## config.mk

```make
export PLATFORM = sky130hd
export DESIGN_NAME = vscc_addr
export DESIGN_NICKNAME = d
export VERILOG_FILES = /design/src/voxel_sphere_and_shell_carver_assert.svh /design/src/vscc_pkg.sv /design/src/vscc_addr.sv
export SDC_FILE = /design/constraint.sdc
export NUM_CORES = 1
export LEC_CHECK = 0
export ABC_AREA = 1
export BUFFER_PORTS_ARGS = -buffer_cell sky130_fd_sc_hd__clkbuf_2
export CORE_MARGIN = 2
export CORE_UTILIZATION = 25
export CTS_CLUSTER_SIZE = 10
export DETAILED_ROUTE_END_ITERATION = 8
export PLACE_DENSITY_LB_ADDON = 0.15
export SYNTH_ARGS = -nofsm -noshare
export SYNTH_HDL_FRONTEND = slang
export SYNTH_SLANG_ARGS = --single-unit
```

## constraint.sdc

```tcl
create_clock -name clk_i -period 7.05 [get_ports clk_i]
set_clock_uncertainty 0.05 [all_clocks]
set_input_delay 1.0575 -clock clk_i [delete_from_list [all_inputs] [get_ports clk_i]]
set_output_delay 1.0575 -clock clk_i [all_outputs]
set_load 0.01 [all_outputs]
```

## src/voxel_sphere_and_shell_carver_assert.svh

```systemverilog
// Assertion macros shared by the voxel carver RTL.
`ifndef VOXEL_SPHERE_AND_SHELL_CARVER_ASSERT_SVH
`define VOXEL_SPHERE_AND_SHELL_CARVER_ASSERT_SVH
`ifndef SYNTH
`define VSC_ASSERT_IMP(lbl, ante, cons, msg) \
  lbl: assert property (@(posedge clk_i) disable iff (!rst_ni) (ante) |-> (cons)) \
    else $error(msg);
`define VSC_ASSERT_NXT(lbl, ante, cons, msg) \
  lbl: assert property (@(posedge clk_i) disable iff (!rst_ni) (ante) |=> (cons)) \
    else $error(msg);
`else
`define VSC_ASSERT_IMP(lbl, ante, cons, msg)
`define VSC_ASSERT_NXT(lbl, ante, cons, msg)
`endif
`endif

```

## src/vscc_pkg.sv

```systemverilog
// Shared types and constants of the voxel sphere and shell carver.
`timescale 1ns / 1ps
`default_nettype none
package vscc_pkg;

  localparam int PosW   = 7;
  localparam int CoordW = 8;
  localparam int OffW   = 6;
  localparam int RadW   = 5;
  localparam int SqW    = 9;
  localparam int D2W    = 10;
  localparam int Q2W    = 16;
  localparam int ExtW   = 6;
  localparam int IdxW   = 3 * ExtW;

  typedef enum logic [1:0] {
    CMD_SOLID = 2'd0,
    CMD_SHELL = 2'd1,
    CMD_READ  = 2'd2,
    CMD_NONE  = 2'd3
  } cmd_e;

  typedef logic signed [CoordW-1:0] coord_t;

  typedef struct packed {
    logic   vld;
    logic   last;
    logic   keep;
    cmd_e   cmd;
    coord_t z;
    coord_t y;
    coord_t x;
  } cand_t;

  typedef struct packed {
    logic done;
    logic wrote;
    logic hit;
    logic occ;
  } ret_t;

  function automatic logic in_range(coord_t c, logic [ExtW-1:0] e);
    return !c[CoordW-1] && ({1'b0, c[CoordW-2:0]} < {{(CoordW-ExtW){1'b0}}, e});
  endfunction

endpackage
`default_nettype wire

```

## src/vscc_addr.sv

```systemverilog
// Bounds check and linear voxel address of each candidate, two stages.
`timescale 1ns / 1ps
`default_nettype none
module vscc_addr import vscc_pkg::*; #(
  parameter int DIM_MAX = 32
) (
  input  logic                                          clk_i,
  input  logic                                          rst_ni,
  input  cand_t                                         cand_i,
  input  logic [ExtW-1:0]                               ez_i,
  input  logic [ExtW-1:0]                               ey_i,
  input  logic [ExtW-1:0]                               ex_i,
  output cand_t                                         cand_o,
  output logic [$clog2(DIM_MAX*DIM_MAX*DIM_MAX)-1:0]    addr_o
);

  localparam int Depth = DIM_MAX * DIM_MAX * DIM_MAX;
  localparam int AW    = $clog2(Depth);

  logic               inb;
  logic [2*ExtW-1:0]  zy_d, zy_q;
  logic [ExtW-1:0]    xa_q;
  logic [IdxW-1:0]    idx_d;
  cand_t              a_q, b_q;
  logic [AW-1:0]      addr_q;

  assign inb   = in_range(cand_i.z, ez_i) && in_range(cand_i.y, ey_i) &&
                 in_range(cand_i.x, ex_i);
  assign zy_d  = cand_i.z[ExtW-1:0] * ey_i + {{ExtW{1'b0}}, cand_i.y[ExtW-1:0]};
  assign idx_d = zy_q * ex_i + {{(2*ExtW){1'b0}}, xa_q};

  always_ff @(posedge clk_i or negedge rst_ni) begin
    if (!rst_ni) begin
      a_q <= '0;
      b_q <= '0;
    end else begin
      a_q      <= cand_i;
      a_q.keep <= cand_i.keep && inb;
      b_q      <= a_q;
    end
  end

  always_ff @(posedge clk_i) begin
    zy_q   <= zy_d;
    xa_q   <= cand_i.x[ExtW-1:0];
    addr_q <= AW'(idx_d);
  end

  assign cand_o = b_q;
  assign addr_o = addr_q;

endmodule
`default_nettype wire

```

# After elaboration in Yosys (flattened, before gate mapping)
# Index checks and enable logic that the tools add are counted.
op_classes:
  shift: 0
  n_addsub: 2
  mul: 2
  n_reduce_logical: 9
  div: 0
  muxes: 0
  eq_ne: 0
  bitwise_logic: 0
  magnitude_cmp: 3
ops:
  columns: ["op", "n"]
  rows:
  - ["7-bit by 6-bit < comparator with 1-bit output", 3]
  - ["15-bit by 6-bit adder with 15-bit output", 1]
  - ["12-bit by 6-bit multiplier with 15-bit output", 1]
  - ["12-bit by 6-bit adder with 12-bit output", 1]
  - ["6-bit by 6-bit multiplier with 12-bit output", 1]
  - ["1-bit logical AND", 6]
  - ["1-bit zero test", 3]
word_totals:
  memories: 0
  latch_bits: 0
  elab_cells: 33
  in_bits: 49
  mem_bits_ro: 0
  out_inout_bits: 44
  mem_bits_rw: 0
  regBits: 91

# Depth between registers and ports, before layout
logic_depth:
  ltp_word: 5
  mapped_depth: 21
  depth_no_buf: 20

# Worst setup path before layout
# Ideal clock, no wire load.
synth_timing:
  path_kind: "input port to flip-flop"
  from: "input port ex_i[5]"
  to: "register addr_q[10] (netlist: addr_o[10])"
  setup_ns: 0.119
  t_required_ns: 6.881
  slack_ns: 2.373
  stages: 16
  t_arrival_ns: 4.508
  n_path_buf: 1
  cell_sequence: "clkbuf_1 > nand2_1 > fa_1 > fa_1 > inv_1 > fa_1 > inv_1 > fa_1 > inv_1 > ha_1 > a21oi_1 > nand2_2 > inv_2 > nor2_2 > o21ai_0 > nand2_1"
synth_via:
  elab_chain_len: 2
synth_lines:
  columns: ["item", "line", "rtl"]
  rows:
  - ["from (decl)", "vscc_addr.sv:12", "input logic [ExtW-1:0] ex_i,"]
  - ["12-bit by 6-bit multiplier with 15-bit output", "vscc_addr.sv:30", "assign idx_d = zy_q * ex_i + {{(2*ExtW){1'b0}}, xa_q};"]
  - ["15-bit by 6-bit adder with 15-bit output", "vscc_addr.sv:30", null]
  - ["via idx_d[10]", "vscc_addr.sv:23", "logic [IdxW-1:0] idx_d;"]
  - ["to (signal assigned)", "vscc_addr.sv:46", "addr_q <= AW'(idx_d);"]
  - ["to (decl)", "vscc_addr.sv:25", "logic [AW-1:0] addr_q;"]
# The timed path passes the listed nets, and every way through them passes these cells.

# Worst setup path after layout
# Same ends and word-level chain as after synthesis.

==> impl_metrics.yaml <==
sta:
  fmax_mhz: 221
  setup_tns_ns: 0
  maxSlewViolCount: 0
  setup_viol: 0
  final.period_utilization: 0.641
  worst-slew-pin-transition_ns: 0.706
  min_period_ns: 4.52
  rsz0062_at_grt: "false"
  hold_viol: 0
  slew_headroom: 0.529
clock_network:
  cts-root-buf: "clkbuf_16"
  clock_latency_ns: 0.35
  hold_buffers: 0
  ctsResizeCount: 0
  clockBufferDepth: 2
  path_clk_slew_ns: 0.08
  clock_sinks: 91
  cts-buffers-inserted: 9
  cts_tree: "done"
  cts_setup_buffers: 0
  htree_levels: 3
setup_path:
  slowest_stage: "fa_1"
  critPathLaunchType: "input port"
  worst_setup_path_end_kind: "register"
  crit_arrival_ns: 4.71
  cp_max_fo: 11
  critPathKind: "input port to register"
  cpPeakStageDelay_ns: 0.54
  path_cells: "clkbuf_2 > nand2_1 > fa_1 > fa_1 > inv_1 > fa_1 > inv_1 > fa_1 > inv_1 > ha_1 > a21oi_1 > nand2_2 > inv_2 > nor2_2 > o21ai_0 > nand2_1"
  critPathRequiredTime_ns: 7.24
  cp_common_cell: "fa_1"
drt:
  drcViolationCount: 0
  ant_nets: 0
  first_pass_iters: 5
  wirelength_microns: 13500
  dr.first_iter.drc_count: 196
  vias: 4646
  wl_per_cell_microns: 11.6
  viasPerCell: 3.99
synth:
  synthXorXnorAreaFrac: 0.0310
  syn_inst: 732
  synth_area_leaders: "dfrtp_1 22%, fa_1 19%, ha_1 15%"
  synth_cell_type_count: 28
  synth-compound-area-share: 0.0341
  ys_seq_elements: 91
  synth_mux_area_frac: 0
  syn-num-nets: 919
  syn_area_sq_um: 6460
  seq_area_frac_synth: 0.327
  yosys_most_used_dff: "dfrtp_1"
  synthAdderAreaFrac: 0.339
  async_flop_share: 0.637
  synth_top_area_frac: 0.225
  yosys.area.top_type: "dfrtp_1"
  synth_edf_count: 0
  syn_avg_cell_area_sq_um: 8.82
  yosysWarnings: 0
  yosys.area_share.simple: 0.146
  synth_top_family_by_area: "adder cells"
hold_path:
  hold_class: "register to register"
die:
  io_pins: 93
  floorplan.initialDensity: 0.256
  die_x_microns: 165
  dieHeight_microns: 165
  core_sq_um: 25300
  rows: 58
  dieArea_sq_um: 27100
global_route:
  grt.total_usage: 0.111
  grt_max_degree: 59
  grt_pass1_vias: 4856
  grt_remaining_overflow: 0
  antenna_found_initial: 0
  grt_pass1_wl_microns: 23600
cells_and_area:
  antenna-diode-count: 0
  syn_to_final_growth_pct: 17.8
  fillers: 2764
  finalCoreUtilization: 0.301
  multiInputGateArea_sq_um: 3560
  seqCellArea_sq_um: 2110
  nets: 1017
  drive_gt1_frac: 0.147
run_status:
  status: "complete, no violations"
placed_design:
  dp_hpwl_microns: 11100
  numPortBuffers: 92
  place_congestion: 0.777
job:
  cap_violations: 0
-- path summary, 6_finish.rpt --
check                              from         end  slack (ns)  cells past startpoint
worst max-delay path            ex_i[5]  addr_o[10]        2.53                     16
worst min-delay path            a_q[20]  cand_o[20]        0.30                      0
worst max register to register  zy_q[0]  addr_o[10]        3.05                     15
worst min register to register  a_q[20]  cand_o[20]        0.30                      0
max in group asynchronous        rst_ni     a_q[11]        5.70                      2
min in group asynchronous        rst_ni  cand_o[14]        0.79                      2
-- Yosys cell counts, types with 2 or more instances --
master	number
nor3_1	3
ha_1	76
nand2_1	188
xnor2_1	4
o21ai_0	10
nor2_1	13
nand4_1	3
nand2_2	5
a31oi_1	4
a21oi_1	15
o21bai_1	3
fa_1	62
nand3_1	17
inv_1	203
nand3_2	2
dfxtp_1	33
clkbuf_1	6
a21o_2	2
dfrtp_1	58
xor2_1	17
-- logic make-up (layout without fill, tap and decap cells) --
kind of cell               Yosys count  after routing
xor gates and xnor gates            22             22
AOI/OAI and AO/OA                   37             37
adders and majority gates          138            138
buffers and inverters              210            313
DFF                                 91             91
and+or+nand+nor                    234            234
-- flip-flops by register name, summed over array words and instances, names as in the netlist --
name / flops
a_q: 29
addr_o: 15
cand_o: 29
xa_q: 6
zy_q: 12
-- placed cells by master, fill, tap and decap left out --
| master | instances |
|---|---|
| inv_1 | 203 |
| nand2_1 | 188 |
| clkbuf_2 | 92 |
| ha_1 | 76 |
| fa_1 | 62 |
| dfrtp_1 | 58 |
| dfxtp_1 | 33 |
| nand3_1 | 17 |
| xor2_1 | 17 |
| a21oi_1 | 15 |
| nor2_1 | 13 |
| o21ai_0 | 10 |
| clkbuf_16 | 9 |
| nand2_2 | 5 |
| a31oi_1 | 4 |
| xnor2_1 | 4 |
| nor3_1 | 3 |
| nand4_1 | 3 |
| o21bai_1 | 3 |
| inv_8 | 3 |
| a21o_2 | 2 |
| nand3_2 | 2 |
| inv_6 | 2 |
| a21oi_4 | 1 |
| o21ai_1 | 1 |
| a21oi_2 | 1 |
| xor2_2 | 1 |
| inv_2 | 1 |
| nor2_2 | 1 |
| nand3b_1 | 1 |
| nor4_1 | 1 |
| clkinv_4 | 1 |
| clkinv_2 | 1 |
| buf_4 | 1 |
-- worst max-delay path, delay by kind of cell --
kind / cells / cell delay (ns)
buffers and inverters: 5 / 0.45
AO/OA/AOI/OAI: 2 / 0.41
adder cells (fa/ha/maj): 5 / 2.42
AND/OR/NAND/NOR: 4 / 0.34
-- layer usage --
layer | up-vias | track usage | wire length (microns)
met5 | - | 0 | 0
li1 | 2344 | - | -
met2 | 88 | 0.181 | 6100
met4 | 0 | 0.0320 | 178
met3 | 11 | 0.0196 | 532
met1 | 2203 | 0.150 | 6650
-- layout make-up --
class                      instances  area share
clock buffer                       9      0.0296
sequential                        91       0.278
tap                              330      0.0543
multi-input combinational        431       0.468
inverter                         204       0.101
clock inverter                     7     0.00855
timing repair buffer              93      0.0615
-- per-stage QoR --
stage               hold WS [ns]  area [sq um]  setup slack, ns  instances
floorplan                  0.281          6460             2.37        732
global placement           0.281          7320             2.22       1149
detailed placement         0.285          7320             2.13       1149
CTS                        0.294          7610             2.53       1165
global route               0.300          7610             2.27       1165
finish                     0.296          7610             2.53       1165
Power is not shown: default switching activity piles up to over one toggle a cycle in this logic, so the estimate is an artifact.
