[src/voxel_sphere_and_shell_carver_assert.svh]
// Assertion macros shared by the voxel carver RTL.
`ifndef VOXEL_SPHERE_AND_SHELL_CARVER_ASSERT_SVH
`define VOXEL_SPHERE_AND_SHELL_CARVER_ASSERT_SVH
`ifndef SYNTH
`define VSC_ASSERT_IMP(lbl, ante, cons, msg) \
  lbl: assert property (@(posedge clk_i) disable iff (!rst_ni) (ante) |-> (cons)) \
    else $error(msg);
`define VSC_ASSERT_NXT(lbl, ante, cons, msg) \
  lbl: assert property (@(posedge clk_i) disable iff (!rst_ni) (ante) |=> (cons)) \
    else $error(msg);
`else
`define VSC_ASSERT_IMP(lbl, ante, cons, msg)
`define VSC_ASSERT_NXT(lbl, ante, cons, msg)
`endif
`endif

[src/vscc_pkg.sv]
// Shared types and constants of the voxel sphere and shell carver.
`timescale 1ns / 1ps
`default_nettype none
package vscc_pkg;

  localparam int PosW   = 7;
  localparam int CoordW = 8;
  localparam int OffW   = 6;
  localparam int RadW   = 5;
  localparam int SqW    = 9;
  localparam int D2W    = 10;
  localparam int Q2W    = 16;
  localparam int ExtW   = 6;
  localparam int IdxW   = 3 * ExtW;

  typedef enum logic [1:0] {
    CMD_SOLID = 2'd0,
    CMD_SHELL = 2'd1,
    CMD_READ  = 2'd2,
    CMD_NONE  = 2'd3
  } cmd_e;

  typedef logic signed [CoordW-1:0] coord_t;

  typedef struct packed {
    logic   vld;
    logic   last;
    logic   keep;
    cmd_e   cmd;
    coord_t z;
    coord_t y;
    coord_t x;
  } cand_t;

  typedef struct packed {
    logic done;
    logic wrote;
    logic hit;
    logic occ;
  } ret_t;

  function automatic logic in_range(coord_t c, logic [ExtW-1:0] e);
    return !c[CoordW-1] && ({1'b0, c[CoordW-2:0]} < {{(CoordW-ExtW){1'b0}}, e});
  endfunction

endpackage
`default_nettype wire

[src/vscc_sweep.sv]
// Offset sweep over the bounding box and distance test of each candidate.
`timescale 1ns / 1ps
`default_nettype none
`include "voxel_sphere_and_shell_carver_assert.svh"
module vscc_sweep import vscc_pkg::*; (
  input  logic                   clk_i,
  input  logic                   rst_ni,
  input  logic                   start_i,
  input  cmd_e                   cmd_i,
  input  logic signed [PosW-1:0] cz_i,
  input  logic signed [PosW-1:0] cy_i,
  input  logic signed [PosW-1:0] cx_i,
  input  logic [RadW-1:0]        zb_i,
  input  logic [RadW-1:0]        rb_i,
  input  logic [SqW-1:0]         rr2_i,
  input  logic [Q2W-1:0]         outer2_i,
  input  logic [Q2W-1:0]         inner2_i,
  output cand_t                  cand_o
);

  logic                   run_q, run_d;
  logic signed [OffW-1:0] dz_q, dz_d, dy_q, dy_d, dx_q, dx_d;
  logic signed [OffW-1:0] zb_s, rb_s;
  logic                   last;

  logic signed [2*OffW-1:0] pz, py, px;
  coord_t                   zc, yc, xc;

  logic               s1_vld_q, s1_last_q;
  logic [SqW-1:0]     sqz_q, sqy_q, sqx_q;
  coord_t             z1_q, y1_q, x1_q;
  logic [D2W-1:0]     d2;
  logic [D2W+7:0]     d2_q4;
  logic               keep;
  cand_t              cand_q;

  assign zb_s = signed'({1'b0, zb_i});
  assign rb_s = signed'({1'b0, rb_i});
  assign last = run_q && (dx_q == rb_s) && (dy_q == rb_s) && (dz_q == zb_s);

  always_comb begin
    run_d = run_q;
    dz_d  = dz_q;
    dy_d  = dy_q;
    dx_d  = dx_q;
    if (start_i) begin
      run_d = 1'b1;
      dz_d  = -zb_s;
      dy_d  = -rb_s;
      dx_d  = -rb_s;
    end else if (run_q) begin
      if (dx_q != rb_s) begin
        dx_d = dx_q + 6'sd1;
      end else begin
        dx_d = -rb_s;
        if (dy_q != rb_s) begin
          dy_d = dy_q + 6'sd1;
        end else begin
          dy_d = -rb_s;
          if (dz_q != zb_s) begin
            dz_d = dz_q + 6'sd1;
          end else begin
            run_d = 1'b0;
          end
        end
      end
    end
  end

  assign pz = dz_q * dz_q;
  assign py = dy_q * dy_q;
  assign px = dx_q * dx_q;
  assign zc = {cz_i[PosW-1], cz_i} + {{(CoordW-OffW){dz_q[OffW-1]}}, dz_q};
  assign yc = {cy_i[PosW-1], cy_i} + {{(CoordW-OffW){dy_q[OffW-1]}}, dy_q};
  assign xc = {cx_i[PosW-1], cx_i} + {{(CoordW-OffW){dx_q[OffW-1]}}, dx_q};

  assign d2    = {1'b0, sqz_q} + {1'b0, sqy_q} + {1'b0, sqx_q};
  assign d2_q4 = {d2, 8'b0};

  always_comb begin
    case (cmd_i)
      CMD_SOLID: keep = (d2 <= {1'b0, rr2_i});
      CMD_SHELL: keep = (d2_q4 >= {2'b0, inner2_i}) && (d2_q4 <= {2'b0, outer2_i});
      CMD_READ:  keep = 1'b1;
      default:   keep = 1'b0;
    endcase
  end

  always_ff @(posedge clk_i or negedge rst_ni) begin
    if (!rst_ni) begin
      run_q     <= 1'b0;
      dz_q      <= '0;
      dy_q      <= '0;
      dx_q      <= '0;
      s1_vld_q  <= 1'b0;
      s1_last_q <= 1'b0;
      cand_q    <= '0;
    end else begin
      run_q         <= run_d;
      dz_q          <= dz_d;
      dy_q          <= dy_d;
      dx_q          <= dx_d;
      s1_vld_q      <= run_q;
      s1_last_q     <= last;
      cand_q.vld    <= s1_vld_q;
      cand_q.last   <= s1_last_q;
      cand_q.keep   <= s1_vld_q && keep;
      cand_q.cmd    <= cmd_i;
      cand_q.z      <= z1_q;
      cand_q.y      <= y1_q;
      cand_q.x      <= x1_q;
    end
  end

  always_ff @(posedge clk_i) begin
    sqz_q <= pz[SqW-1:0];
    sqy_q <= py[SqW-1:0];
    sqx_q <= px[SqW-1:0];
    z1_q  <= zc;
    y1_q  <= yc;
    x1_q  <= xc;
  end

  assign cand_o = cand_q;

  `VSC_ASSERT_NXT(a_sweep_stops_after_last, last && !start_i, !run_q, "sweep ran past its last candidate")

endmodule
`default_nettype wire

[config.mk]
export PLATFORM = sky130hd
export DESIGN_NAME = vscc_sweep
export DESIGN_NICKNAME = d
export VERILOG_FILES = /design/src/vscc_pkg.sv /design/src/vscc_sweep.sv
export VERILOG_INCLUDE_DIRS = /design/src /design/src/src
export SDC_FILE = /design/constraint.sdc
export NUM_CORES = 1
export LEC_CHECK = 0
export ABC_AREA = 1
export BUFFER_PORTS_ARGS = -buffer_cell sky130_fd_sc_hd__buf_4
export CORE_AREA = 2 2 118 120
export DETAILED_ROUTE_END_ITERATION = 12
export DIE_AREA = 0 0 120 122
export PLACE_DENSITY = 0.76
export REMOVE_ABC_BUFFERS = 1
export SKIP_LAST_GASP = 1
export SYNTH_ARGS = -nofsm -noshare
export SYNTH_HDL_FRONTEND = slang
export SYNTH_SLANG_ARGS = --single-unit
export TNS_END_PERCENT = 50
[constraint.sdc]
create_clock -name clk_i -period 4.76 [get_ports clk_i]
set_clock_uncertainty 0.1 [all_clocks]
set_input_delay 0.238 -clock clk_i [delete_from_list [all_inputs] [get_ports clk_i]]
set_output_delay 0.238 -clock clk_i [all_outputs]
set_load 0.05 [all_outputs]
# Word-level counts from Yosys, hierarchy flattened
# Index checks and enable logic that the tools add are counted.
# word_totals
register_bits,101
inputBits,77
# op_classes
n_reduce_logical,10
eq_ne,10
n_lt_le_gt_ge,3
multipliers,3
addsub,10
n_mux,18
# ops
cell,n
6-bit 2-to-1 mux,12
6-bit by 6-bit multiplier with 9-bit output,3
7-bit by 6-bit adder with 8-bit output,3
"6-bit by 2-bit adder with 6-bit output, second input constant",3
6-bit == test,3
18-bit by 16-bit greater-or-equal comparator with 1-bit output,1
18-bit by 16-bit <= comparator with 1-bit output,1
6-bit inequality test,3
5-bit negator with 6-bit output,2
10-bit by 9-bit adder with 10-bit output,1
9-bit by 9-bit adder with 10-bit output,1
10-bit by 9-bit <= comparator with 1-bit output,1
1-bit logical AND,5
1-bit 2-to-1 mux,5
"2-bit inequality test, second input constant",2
4-bit AND reduction,1
2-bit nonzero test,2
1-bit case mux with 3 select lines,1
"2-bit by 1-bit == test with 1-bit output, second input constant",1
"2-bit == test, second input constant",1
2-bit zero test,1
2-bit AND reduction,1

# Depth between registers and ports, before layout
# Gate-level depths: netlist (run 1).
# logic_depth
ltp_word,6
ltp_mapped,17

# Worst setup path after synthesis (run 1)
# Ideal clock, no wire load.
# synth_path
path_kind,reg-to-reg
start,register dz_q[5]
end,register sqz_q[8]
stages_incl_launch_ff,15
synth_period_minus_slack_ps,3682
t_arrival_ps,3458
path_slack_ps,1078
setup_time_ps,124
cell_sequence,dfrtp_1 > buf_2 > nand2_1 > inv_1 > fa_1 > inv_1 > fa_1 > fa_1 > inv_1 > ha_1 > ha_1 > a21oi_1 > nand2_1 > xor2_1 > xor2_1
# synth_between
elab_chain_cells,1
# synth_rtl
item,line_no,rtl
from (decl),vscc_sweep.sv:22,"logic signed [OffW-1:0] dz_q, dz_d, dy_q, dy_d, dx_q, dx_d;"
from (signal assigned),vscc_sweep.sv:100,dz_q <= dz_d;
6-bit by 6-bit multiplier with 9-bit output,vscc_sweep.sv:70,assign pz = dz_q * dz_q;
net pz[8],vscc_sweep.sv:26,"logic signed [2*OffW-1:0] pz, py, px;"
to (signal assigned),vscc_sweep.sv:116,sqz_q <= pz[SqW-1:0];
to (decl),vscc_sweep.sv:30,"logic [SqW-1:0] sqz_q, sqy_q, sqx_q;"
# The timed path passes the listed nets, and every way through them passes these cells.
# A chain may end at the register's enable or synchronous reset.

# Worst setup path in the final report (run 1)
# Same ends and word-level chain as after synthesis.

==> qor.csv, run 1 <==
stage;metric;value;unit
outcome;status;finished clean;
worst_setup_path;Reg-to-Reg End;sqz_q[8];
logic_synthesis;Yosys cell types;37;
detailed_routing;final wirelength;14440;um
worst_setup_path;crit-path cells;nand2_1 -> inv_1 -> fa_1 -> inv_1 -> fa_1 -> fa_1 -> inv_1 -> ha_1 -> ha_1 -> a21oi_1 -> nand2_1 -> xor2_1 -> xor2_1;
power;PwrDens;767.3;nW/um^2
detailed_routing;number of routed nets with antenna violations;0;
sta;WHS;0.01712;ns
worst_setup_path;Critical Path Stages;13;
logic_synthesis;top post-synthesis cells by count;161 x nand2_1, 142 x inv_1, 88 x ha_1, 54 x fa_1, 50 x dfrtp_1;
worst_setup_path;Reg2Reg Depth;13;
sta;pins over their slew limit;0;
global_route;vias in the first global route;5182;
finish;layout cell share with drive strength beyond 1;16.40;%
floorplan;initial core utilization;53.37;%
logic_synthesis;synthesized flop and latch total;98;
clocking;postcts setup bufs;0;
floorplan;Die Width;120;um
detailed_routing;first-pass iteration count of the detailed router;5;
clocking;Num CTS Buffers;9;
worst_setup_path;CP top delay family;adder cells;
worst_setup_path;Setup CP Type;flip-flop to flip-flop;
sta;count of final hold-check violations;0;
sta;Final setup viols;0;
floorplan;die height;122;um
sta;Slew HR;53.67;%
worst_setup_path;CP required;4.89;ns
clocking;CTS root buf;clkbuf_16;
worst_setup_path;CP Capture Type;flip-flop;
logic_synthesis;Mapped Area;7207;sq um
finish;Layout Area Growth over Synthesis;17.85;%
global_route;Total GRT Usage;20.38;%
detailed_routing;drt wl/cell;13.04;um
worst_setup_path;Worst path slowest cell;dfrtp_1;
worst_setup_path;FF-to-FF Start;dz_q[5];
run;maxcap violations;0;
floorplan;IO Count;106;
logic_synthesis;most common cell in the netlist;nand2_1;
worst_setup_path;Critical Path End;sqz_q[8];
clocking;Reg clk slew, reported paths;0.07;ns
finish;fill cell count;1165;
placed_design;RePlAce Congestion;0.8891;
sta;worst slew pin tran;0.6949;ns
floorplan;Core ar.;13500;sq um
sta;period utilisation layout;82.38;%
clocking;CTS H-tree lvls;3;
global_route;initial antenna violation count;0;
sta;post-route minimum period;3.921;ns
logic_synthesis;YS warnings;0;
placed_design;post-DP HPWL;11280;um
finish;# diodes;0;
power;leakage power total;4.594;nW
sta;Max Fclk;255.0;MHz
power;maximum vdd ir drop;0.3436;mV
placed_design;Port Buffers;105;
clocking;clk buf depth;2;
finish;fin area;8493;sq um
clocking;CTS tree;built;
worst_setup_path;Worst Path Max Fanout;13;
logic_synthesis;Post-synth top flop;dfrtp_1;
logic_synthesis;area leader, netlist;dfrtp_1;
global_route;largest net degree at the start of global routing;51;
detailed_routing;vias;5405;
logic_synthesis;main area contributors after synthesis;dfrtp_1 17%, ha_1 15%, fa_1 15%, dfxtp_1 13%, nand2_1 8.4%;
detailed_routing;Via density;4.883;
global_route;first-pass GRT wire length;23810;um
logic_synthesis;ys async rst share;51.02;%
sta;RSZ-0062 raised after global routing;no;
detailed_routing;Residual DRC;0;
worst_setup_path;Worst EP arrival;4.05;ns
min_path;Hold WC Path Type;input port to flip-flop;
finish;Final #Nets;1141;
global_route;grt total ovfl;0;
worst_setup_path;r2r setup slk;0.84;ns
sta;setup_tns;0;ns
worst_setup_path;CP Buf/Inv Count;3;
clocking;# clock sinks;98;
clocking;Skew-Pair Late Insertion Delay;0.35;ns
floorplan;FP Rows;43;
logic_synthesis;Mapped Avg Cell Area;8.832;sq um
worst_setup_path;CP max stage delay;0.67;ns
worst_setup_path;CP Launch Point;dz_q[5];
detailed_routing;DR iter-0 viols;268;
logic_synthesis;Synth top area share;17.36;%
logic_synthesis;Post-Syn Instances;816;
finish;Util after Layout;62.89;%
worst_setup_path;Setup crit start kind;flip-flop;
logic_synthesis;number of flops mapped to enable cells by yosys;0;
floorplan;area of the die;14640;sq um
placed_design;DP Area;8135;sq um
logic_synthesis;post-synthesis sequential area ratio;30.69;%
[cell usage in the layout (no fill, tap or decap), types with 34 or more instances in the layout]
cell type | Yosys | final
nor2_1 | 34 | 34
a21oi_1 | 36 | 36
xor2_1 | 44 | 44
ha_1 | 88 | 88
dfxtp_1 | 48 | 48
fa_1 | 54 | 54
nand2_1 | 161 | 161
inv_1 | 142 | 142
buf_4 | 0 | 105
dfrtp_1 | 50 | 50
[stage by stage]
| step | total power (W) | instances | worst slack, ns |
|---|---|---|---|
| after global placement | 0.005583 | 1088 | 0.9386 |
| after CTS | 0.006574 | 1107 | 0.8422 |
| after floorplan | 0.004747 | 803 | 1.112 |
| after detailed placement | 0.005734 | 1088 | 0.8484 |
| final | 0.006517 | 1107 | 0.8386 |
| after global routing | 0.007290 | 1107 | 0.6421 |
[worst min-delay path by stage]
stage	depth (start not counted)	start	end
2_1_floorplan	0	rst_ni	cand_o[0]
3_3_place_gp	0	z1_q[1]	cand_o[17]
3_5_place_dp	0	y1_q[4]	cand_o[12]
4_1_cts	2	cx_i[0]	x1_q[0]
5_1_grt	2	cx_i[0]	x1_q[0]
6_report	2	cx_i[0]	x1_q[0]
[timing repair]
action / in CTS / in global routing
gates resized for setup: 0 / 0
hold buffers: 3 / 0
hold endpoints to repair: 52 / 0
[registers in the layout, summed over array words and instances (netlist names), 6 cells and up]
register and count:
cand_o 29, sqx_q 8, sqy_q 8, sqz_q 8
x1_q 8, y1_q 8, z1_q 8, dx_q 6
dy_q 6, dz_q 6
[report_power, final]
group / internal (W) / switching, W
clock: 0.000476 / 0.000322
sequential: 0.00114 / 0.000181
combinational: 0.00183 / 0.00256
total: 0.00345 / 0.00307
[cell families (layout without fill, tap and decap cells)]
family / count (synthesis) / in the layout / share of synthesized area [%]
compound gates: 91 / 91 / 7.205
xor+xnor: 64 / 64 / 7.778
fa+ha+maj: 142 / 142 / 30.28
buf+inv: 171 / 280 / 9.410
flops: 98 / 98 / 30.69
other cells: 1 / 3 / 0.05203
simple gates: 249 / 249 / 14.58
[final cells by class]
cell class | count | area [sq um] | share of cell area [%]
multi-input cells | 549 | 4324 | 50.91
flip-flops and latches | 98 | 2212 | 26.05
repair buffers | 108 | 818.3 | 9.635
inverters | 156 | 585.6 | 6.895
clock buffers | 10 | 239.0 | 2.814
well taps | 180 | 225.2 | 2.652
clock inverters | 6 | 88.84 | 1.046
[layer usage]
metal	routed length, um	vias up	part of all wire [%]	global-route usage (%)
met5	0	-	0	0
met4	250	0	1.7	6.397
met3	765	22	5.3	3.699
met2	6884	137	48	34.13
met1	6535	2490	45	27.00
li1	-	2756	-	-
Power figures use the tool's default switching activity.
==> run 2: changes to the inputs <==
--- a/config.mk
+++ b/config.mk
@@ -8,10 +8,10 @@
 export LEC_CHECK = 0
 export ABC_AREA = 1
 export BUFFER_PORTS_ARGS = -buffer_cell sky130_fd_sc_hd__buf_4
-export CORE_AREA = 2 2 118 120
+export CORE_AREA = 2 2 120 122
 export DETAILED_ROUTE_END_ITERATION = 12
-export DIE_AREA = 0 0 120 122
-export PLACE_DENSITY = 0.76
+export DIE_AREA = 0 0 122 124
+export PLACE_DENSITY = 0.77
 export REMOVE_ABC_BUFFERS = 1
 export SKIP_LAST_GASP = 1
 export SYNTH_ARGS = -nofsm -noshare
==> constraint.sdc (replaced) <==
create_clock -name clk_i -period 3.5 [get_ports clk_i]
set_clock_uncertainty 0.1 [all_clocks]
set_input_delay 0.175 -clock clk_i [delete_from_list [all_inputs] [get_ports clk_i]]
set_output_delay 0.175 -clock clk_i [all_outputs]
set_load 0.05 [all_outputs]
==> run 2 against run 1 <==
Against the previous run:
- the flow now finishes with violations (setup timing)
- non-clock buffer count grew 67
- core utilization increased by 4.5 points
- routed wire length is 9.5% higher
- die area rose by 3.3%
- via count grew 6.4%
- critical path type unchanged
- largest cell class unchanged
- highest routed layer unchanged
==> qor.csv, run 2 (synthesis results as in run 1) <==
stage;metric;value;unit;change
power;PwrDens;1092;nW/um^2;was 767.3 nW/um^2
worst_setup_path;Setup crit start kind;flip-flop;;unchanged
worst_setup_path;Setup CP Type;flip-flop to flip-flop;;unchanged
placed_design;Port Buffers;105;;unchanged
sta;Max Fclk;284.1;MHz;was 255.0 MHz
worst_setup_path;crit-path cells;nand2_1 -> inv_1 -> fa_1 -> inv_1 -> fa_1 -> fa_1 -> inv_1 -> ha_4 -> ha_4 -> a21oi_2 -> nand2_2 -> xor2_2 -> xor2_1;;was nand2_1 -> inv_1 -> fa_1 -> inv_1 -> fa_1 -> fa_1 -> inv_1 -> ha_1 -> ha_1 -> a21oi_1 -> nand2_1 -> xor2_1 -> xor2_1
finish;fill cell count;1053;;was 1165
min_path;Hold WC Path Type;input port to flip-flop;;unchanged
worst_setup_path;CP Capture Type;flip-flop;;unchanged
sta;worst slew pin tran;0.6837;ns;was 0.6949 ns
placed_design;RePlAce Congestion;0.8593;;was 0.8891
finish;max reg flops;29;;unchanged
finish;Reg area;2218;sq um;was 2212 sq um
floorplan;initial core utilization;52.53;%;was 53.37%
worst_setup_path;CP top delay family;adder cells;;unchanged
global_route;grt total ovfl;0;;unchanged
power;leakage power total;4.899;nW;was 4.594 nW
finish;commonest non-fill, non-tap cell in the layout;buf_4;;was nand2_1
sta;WHS;0.07775;ns;was 0.01712 ns
floorplan;IO Count;106;;unchanged
sta;period utilisation layout;100.6;%;was 82.38%
clocking;Skew-Pair Late Insertion Delay;0.35;ns;about the same
worst_setup_path;r2r setup slk;-0.02;ns;was 0.84 ns
detailed_routing;final wirelength;15800;um;was 14440 um
floorplan;die height;124;um;was 122 um
detailed_routing;first-pass iteration count of the detailed router;4;;was 5
sta;Slew HR;54.42;%;was 53.67%
outcome;status;finished with violations;;was finished clean
finish;Final #Nets;1208;;was 1141
finish;# diodes;0;;unchanged
detailed_routing;number of routed nets with antenna violations;0;;unchanged
sta;count of final hold-check violations;0;;unchanged
finish;most frequent cells in the layout;164 x buf_4, 150 x nand2_1, 137 x inv_1, 73 x ha_1, 51 x fa_1;;was 161 x nand2_1, 142 x inv_1, 105 x buf_4, 88 x ha_1, 54 x fa_1
detailed_routing;drt wl/cell;13.46;um;was 13.04 um
placed_design;post-DP HPWL;12310;um;was 11280 um
finish;Util after Layout;67.35;%;was 62.89%
clocking;CTS tree;built;;unchanged
worst_setup_path;Worst path slowest cell;fa_1;;was dfrtp_1
detailed_routing;Via density;4.898;;was 4.883
global_route;first-pass GRT wire length;26160;um;was 23810 um
sta;setup_tns;-0.01981;ns;was 0 ns
sta;Worst Setup Slack, final;-0.01981;ns;was 0.8386 ns
clocking;CTS H-tree lvls;3;;unchanged
clocking;# clock sinks;98;;unchanged
finish;Layout Area Growth over Synthesis;28.21;%;was 17.85%
floorplan;Core ar.;13720;sq um;was 13500 sq um
run;maxcap violations;0;;unchanged
worst_setup_path;CP required;3.63;ns;was 4.89 ns
worst_setup_path;Reg-to-Reg End;sqz_q[8];;unchanged
worst_setup_path;FF-to-FF Start;dz_q[5];;unchanged
sta;pins over their slew limit;0;;unchanged
clocking;Reg clk slew, reported paths;0.07;ns;about the same
finish;Cell Count, Final, Fillers Out;1174;;was 1107
placed_design;placed insts;1138;;was 1088
clocking;Num CTS Buffers;9;;unchanged
outcome;violated checks;setup timing;;
sta;Final setup viols;1;;was 0
finish;layout cell share with drive strength beyond 1;25.86;%;was 16.40%
global_route;Total GRT Usage;21.81;%;was 20.38%
worst_setup_path;Worst Path Max Fanout;6;;was 13
floorplan;Die Width;122;um;was 120 um
floorplan;area of the die;15130;sq um;was 14640 sq um
global_route;vias in the first global route;5923;;was 5182
min_path;hold_sp;rb_i[4];;was cx_i[0]
detailed_routing;DR iter-0 viols;207;;was 268
detailed_routing;Residual DRC;0;;unchanged
placed_design;dpl ws;-0.1218;ns;was 0.8484 ns
min_path;hold path cells;4;;was 2
detailed_routing;vias;5750;;was 5405
clocking;CTS root buf;clkbuf_16;;unchanged
worst_setup_path;Worst EP arrival;3.65;ns;was 4.05 ns
floorplan;FP Rows;43;;unchanged
power;maximum vdd ir drop;0.5812;mV;was 0.3436 mV
global_route;initial antenna violation count;0;;unchanged
clocking;clk buf depth;2;;unchanged
sta;post-route minimum period;3.520;ns;was 3.921 ns
finish;multi-input logic area;4558;sq um;was 4324 sq um
worst_setup_path;CP max stage delay;0.54;ns;was 0.67 ns
worst_setup_path;CP Buf/Inv Count;3;;unchanged
min_path;Hold EP;dx_q[4];;was x1_q[0]
worst_setup_path;Reg2Reg Depth;13;;unchanged
global_route;largest net degree at the start of global routing;51;;unchanged
sta;RSZ-0062 raised after global routing;yes;;was no
## run 2: report_power, final
group	internal, W	total [W]	switching, W
Combinational	0.00338	0.00733	0.00395
Clock	0.000578	0.00102	0.000445
Sequential	0.00155	0.00173	0.000181
## run 2: metrics by stage
step / area, sq um / total power [W]
floorplan: 7122 / 0.006456
global placement: 8511 / 0.008021
detailed placement: 8511 / 0.008252
CTS: 9115 / 0.009874
global route: 9240 / 0.01121
finish: 9240 / 0.01009
## run 2: what timing repair did
| item | CTS | global route |
|---|---|---|
| setup endpoints to repair | 5 | 5 |
| hold endpoints to repair | 55 | 0 |
| pin swaps | 25 | 26 |
| buffers inserted | 10 | 4 |
| gates resized for setup | 24 | 27 |
| hold buffers | 6 | 0 |
## run 2: worst max path at each step
stage | cells past startpoint | to | slack, ns | startpoint
after global placement | 13 | sqz_q[8] | -0.04 | dz_q[5]
after CTS | 11 | sqy_q[8] | -0.0006 | dy_q[5]
after detailed placement | 13 | sqz_q[8] | -0.12 | dz_q[5]
after floorplan | 13 | sqz_q[8] | -0.15 | dz_q[5]
final | 13 | sqz_q[8] | -0.02 | dz_q[5]
after global routing | 13 | sqz_q[8] | -0.16 | dz_q[5]
## run 2: metal layers
metal,up-vias,GRT usage (%),wire (um)
li1,2894,-,-
met1,2684,27.51,6851
met2,144,37.67,7776
met3,28,3.938,792
met4,0,7.902,384
met5,-,0,0
## run 2: final cells by class
| cell class | instances | share of cell area [%] |
|---|---|---|
| Tap cell | 180 | 2.437 |
| Clock inverter | 5 | 0.6500 |
| Inverter | 156 | 6.364 |
| Timing Repair Buffer | 175 | 14.58 |
| Clock buffer | 11 | 2.627 |
| Multi-Input combinational cell | 549 | 49.33 |
| Sequential cell | 98 | 24.01 |
## run 2: worst register-to-register path, delay by kind of cell, from the launching register on
kind / cells / cell delay, ns
buf+inv: 3 / 0.21
flops: 1 / 0.47
simple gates: 2 / 0.22
compound gates: 1 / 0.17
xor+xnor: 2 / 0.30
fa+ha+maj: 5 / 1.94
==> run 3: changes to the inputs <==
--- a/config.mk
+++ b/config.mk
@@ -11,6 +11,8 @@
 export CORE_AREA = 2 2 120 122
 export DETAILED_ROUTE_END_ITERATION = 12
 export DIE_AREA = 0 0 122 124
+export GPL_TIMING_DRIVEN = 0
+export MAX_ROUTING_LAYER = met4
 export PLACE_DENSITY = 0.77
 export REMOVE_ABC_BUFFERS = 1
 export SKIP_LAST_GASP = 1
==> run 3 against run 2 <==
Against the previous run:
- the flow still finishes with violations (setup timing)
- combinational power down 0.7%
- critical path depth did not move
- hold slack worse by 0.0045 ns
- sequential power barely moved
- routed wire length grew 5.1%
- sequential cell count unchanged
- register-to-register slack got worse by 0.12 ns
- first-iteration DRC count grew 68%
- clock-buffer cell count is the same
- core utilization down 0.082 points
- sequential share of layout area is 0.21 points higher
==> qor.csv, run 3 (synthesis results as in run 1) <==
stage;metric;value;unit;change
detailed_routing;first-pass iteration count of the detailed router;5;;was 4
sta;post-route minimum period;3.640;ns;was 3.520 ns
clocking;CTS root buf;clkbuf_16;;unchanged
finish;max reg flops;29;;unchanged
clocking;CTS H-tree lvls;3;;unchanged
clocking;Num CTS Buffers;9;;unchanged
min_path;Hold EP;dx_q[2];;was dx_q[4]
placed_design;dpl ws;-0.4295;ns;was -0.1218 ns
min_path;Hold WC Path Type;input port to flip-flop;;unchanged
min_path;hold_sp;start_i;;was rb_i[4]
power;Comb pwr share;72.2;%;was 72.7%
power;leakage power total;4.857;nW;was 4.899 nW
sta;Slew HR;53.89;%;was 54.42%
outcome;status;finished with violations;;unchanged
detailed_routing;number of routed nets with antenna violations;0;;unchanged
worst_setup_path;FF-to-FF Start;dz_q[5];;unchanged
worst_setup_path;Worst EP arrival;3.77;ns;was 3.65 ns
sta;period utilisation layout;104.0;%;was 100.6%
floorplan;FP Rows;43;;unchanged
power;PwrDens;1092;nW/um^2;about the same
global_route;initial antenna violation count;0;;unchanged
sta;RSZ-0062 raised after global routing;yes;;unchanged
finish;layout cell share with drive strength beyond 1;27.06;%;was 25.86%
run;maxcap violations;0;;unchanged
worst_setup_path;CP required;3.63;ns;about the same
detailed_routing;vias;5836;;was 5750
detailed_routing;drt wl/cell;14.28;um;was 13.46 um
placed_design;RePlAce Congestion;0.8790;;was 0.8593
worst_setup_path;critical path's most frequent cell;fa_1;;
global_route;largest net degree at the start of global routing;51;;unchanged
finish;Cell Count, Final, Fillers Out;1163;;was 1174
floorplan;die height;124;um;unchanged
finish;fill cell count;1002;;was 1053
power;Switching Fraction;46.50;%;was 45.35%
floorplan;IO Count;106;;unchanged
worst_setup_path;Worst path slowest cell;fa_1;;unchanged
worst_setup_path;Setup crit start kind;flip-flop;;unchanged
worst_setup_path;Reg-to-Reg End;sqz_q[8];;unchanged
global_route;grt total ovfl;0;;unchanged
detailed_routing;DR iter-0 viols;348;;was 207
finish;# diodes;0;;unchanged
clocking;CTS tree;built;;unchanged
worst_setup_path;CP Buf/Inv Count;3;;unchanged
global_route;vias in the first global route;5899;;was 5923
detailed_routing;final wirelength;16610;um;was 15800 um
global_route;first-pass GRT wire length;26820;um;was 26160 um
worst_setup_path;CP max stage delay;0.60;ns;was 0.54 ns
detailed_routing;Via density;5.018;;was 4.898
floorplan;Die Width;122;um;unchanged
placed_design;post-DP HPWL;11190;um;was 12310 um
outcome;violated checks;setup timing;;unchanged
worst_setup_path;Setup CP Type;flip-flop to flip-flop;;unchanged
floorplan;Core ar.;13720;sq um;unchanged
sta;Worst Setup Slack, final;-0.1401;ns;was -0.01981 ns
floorplan;initial core utilization;52.53;%;unchanged
power;maximum vdd ir drop;0.5683;mV;was 0.5812 mV
finish;commonest non-fill, non-tap cell in the layout;buf_4;;unchanged
placed_design;Port Buffers;105;;unchanged
min_path;hold path cells;3;;was 4
placed_design;placed insts;1088;;was 1138
sta;Final setup viols;3;;was 1
sta;count of final hold-check violations;0;;unchanged
power;Int Power;0.005390;W;was 0.005515 W
finish;multi-input logic area;4597;sq um;was 4558 sq um
floorplan;area of the die;15130;sq um;unchanged
power;switching power;0.004686;W;was 0.004577 W
power;clock share of power;10.3;%;was 10.1%
finish;Reg area;2235;sq um;was 2218 sq um
clocking;Skew-Pair Late Insertion Delay;0.35;ns;about the same
finish;Final #Nets;1197;;was 1208
finish;Layout Area Growth over Synthesis;28.06;%;was 28.21%
sta;WHS;0.07327;ns;was 0.07775 ns
sta;worst slew pin tran;0.6917;ns;was 0.6837 ns
sta;pins over their slew limit;0;;unchanged
worst_setup_path;CP Capture Type;flip-flop;;unchanged
worst_setup_path;CP top delay family;adder cells;;unchanged
worst_setup_path;crit-path cells;nand2_1 -> inv_1 -> fa_1 -> inv_1 -> fa_1 -> fa_1 -> inv_2 -> ha_4 -> ha_4 -> a21oi_4 -> nand2_2 -> xor2_1 -> xor2_1;;was nand2_1 -> inv_1 -> fa_1 -> inv_1 -> fa_1 -> fa_1 -> inv_1 -> ha_4 -> ha_4 -> a21oi_2 -> nand2_2 -> xor2_2 -> xor2_1
power;Seq pwr share;17.5;%;was 17.2%
clocking;# clock sinks;98;;unchanged
sta;setup_tns;-0.1676;ns;was -0.01981 ns
finish;most frequent cells in the layout;153 x buf_4, 146 x nand2_1, 135 x inv_1, 74 x ha_1, 50 x fa_1;;was 164 x buf_4, 150 x nand2_1, 137 x inv_1, 73 x ha_1, 51 x fa_1
worst_setup_path;r2r setup slk;-0.14;ns;was -0.02 ns
sta;Max Fclk;274.7;MHz;was 284.1 MHz
worst_setup_path;Worst Path Max Fanout;7;;was 6
worst_setup_path;Reg2Reg Depth;13;;unchanged
clocking;Reg clk slew, reported paths;0.07;ns;about the same
clocking;clk buf depth;2;;unchanged
detailed_routing;Residual DRC;0;;unchanged
global_route;Total GRT Usage;23.28;%;was 21.81%
## run 3: cell types whose count changed in the layout (fill, tap and decap cells not counted), sizes merged
cell  change
buf      -11
## run 3: power groups by stage
| stage | Clock, W | Combinational (W) | Sequential [W] |
|---|---|---|---|
| finish | 0.00104 | 0.00728 | 0.00176 |
| floorplan | 0 | 0.00430 | 0.00216 |
| CTS | 0.00105 | 0.00686 | 0.00175 |
| global placement | 0 | 0.00578 | 0.00182 |
| detailed placement | 0 | 0.00596 | 0.00183 |
| global route | 0.00110 | 0.00817 | 0.00180 |
## run 3: area by class of cell
type	count	share of cell area (%)
Multi-Input combinational cell	549	49.81
Clock buffer	11	2.752
Timing Repair Buffer	164	13.71
Inverter	156	6.426
Sequential cell	98	24.21
Clock inverter	5	0.6508
Tap cell	180	2.440
## run 3: stage by stage
| step | utilization, % | cell area (sq um) | total power (W) |
|---|---|---|---|
| final | 67.27 | 9229 | 0.01008 |
| after global routing | 67.27 | 9229 | 0.01107 |
| after CTS | 66.09 | 9067 | 0.009663 |
| after detailed placement | 59.30 | 8135 | 0.007785 |
| after global placement | 59.30 | 8135 | 0.007601 |
| after floorplan | - | 7122 | 0.006456 |
## run 3: timing repair
action	4_1_cts	5_1_grt
resized for setup	49	30
pin swaps	27	35
buffers inserted	45	8
hold endpoints to repair	55	0
hold buffers	6	0
endpoints found under the setup margin	10	5
## run 3: how the worst max path moves through the flow
stage / startpoint / end / slack, ns / cells after the start
floorplan: dz_q[5] / sqz_q[8] / -0.15 / 13
global placement: dz_q[5] / sqz_q[8] / -0.44 / 11
detailed placement: dz_q[5] / sqz_q[8] / -0.43 / 11
CTS: dz_q[4] / sqz_q[8] / -0.005 / 13
global route: dz_q[0] / sqz_q[8] / -0.24 / 12
finish: dz_q[5] / sqz_q[8] / -0.14 / 13
## run 3: routing by layer
metal / wire length, um / track usage [%] / part of all wire (%) / vias to the layer above
li1: - / - / - / 2874
met1: 6904 / 28.23 / 42 / 2724
met2: 8328 / 39.70 / 50 / 201
met3: 911 / 3.251 / 5.5 / 37
met4: 461 / 8.908 / 2.8 / 0
met5: 0 / - / 0 / -
## run 3: worst min-delay path, stage by stage
cell and delay, ns:
buf_4 0.15, nand2_1 0.07, o211ai_1 0.08
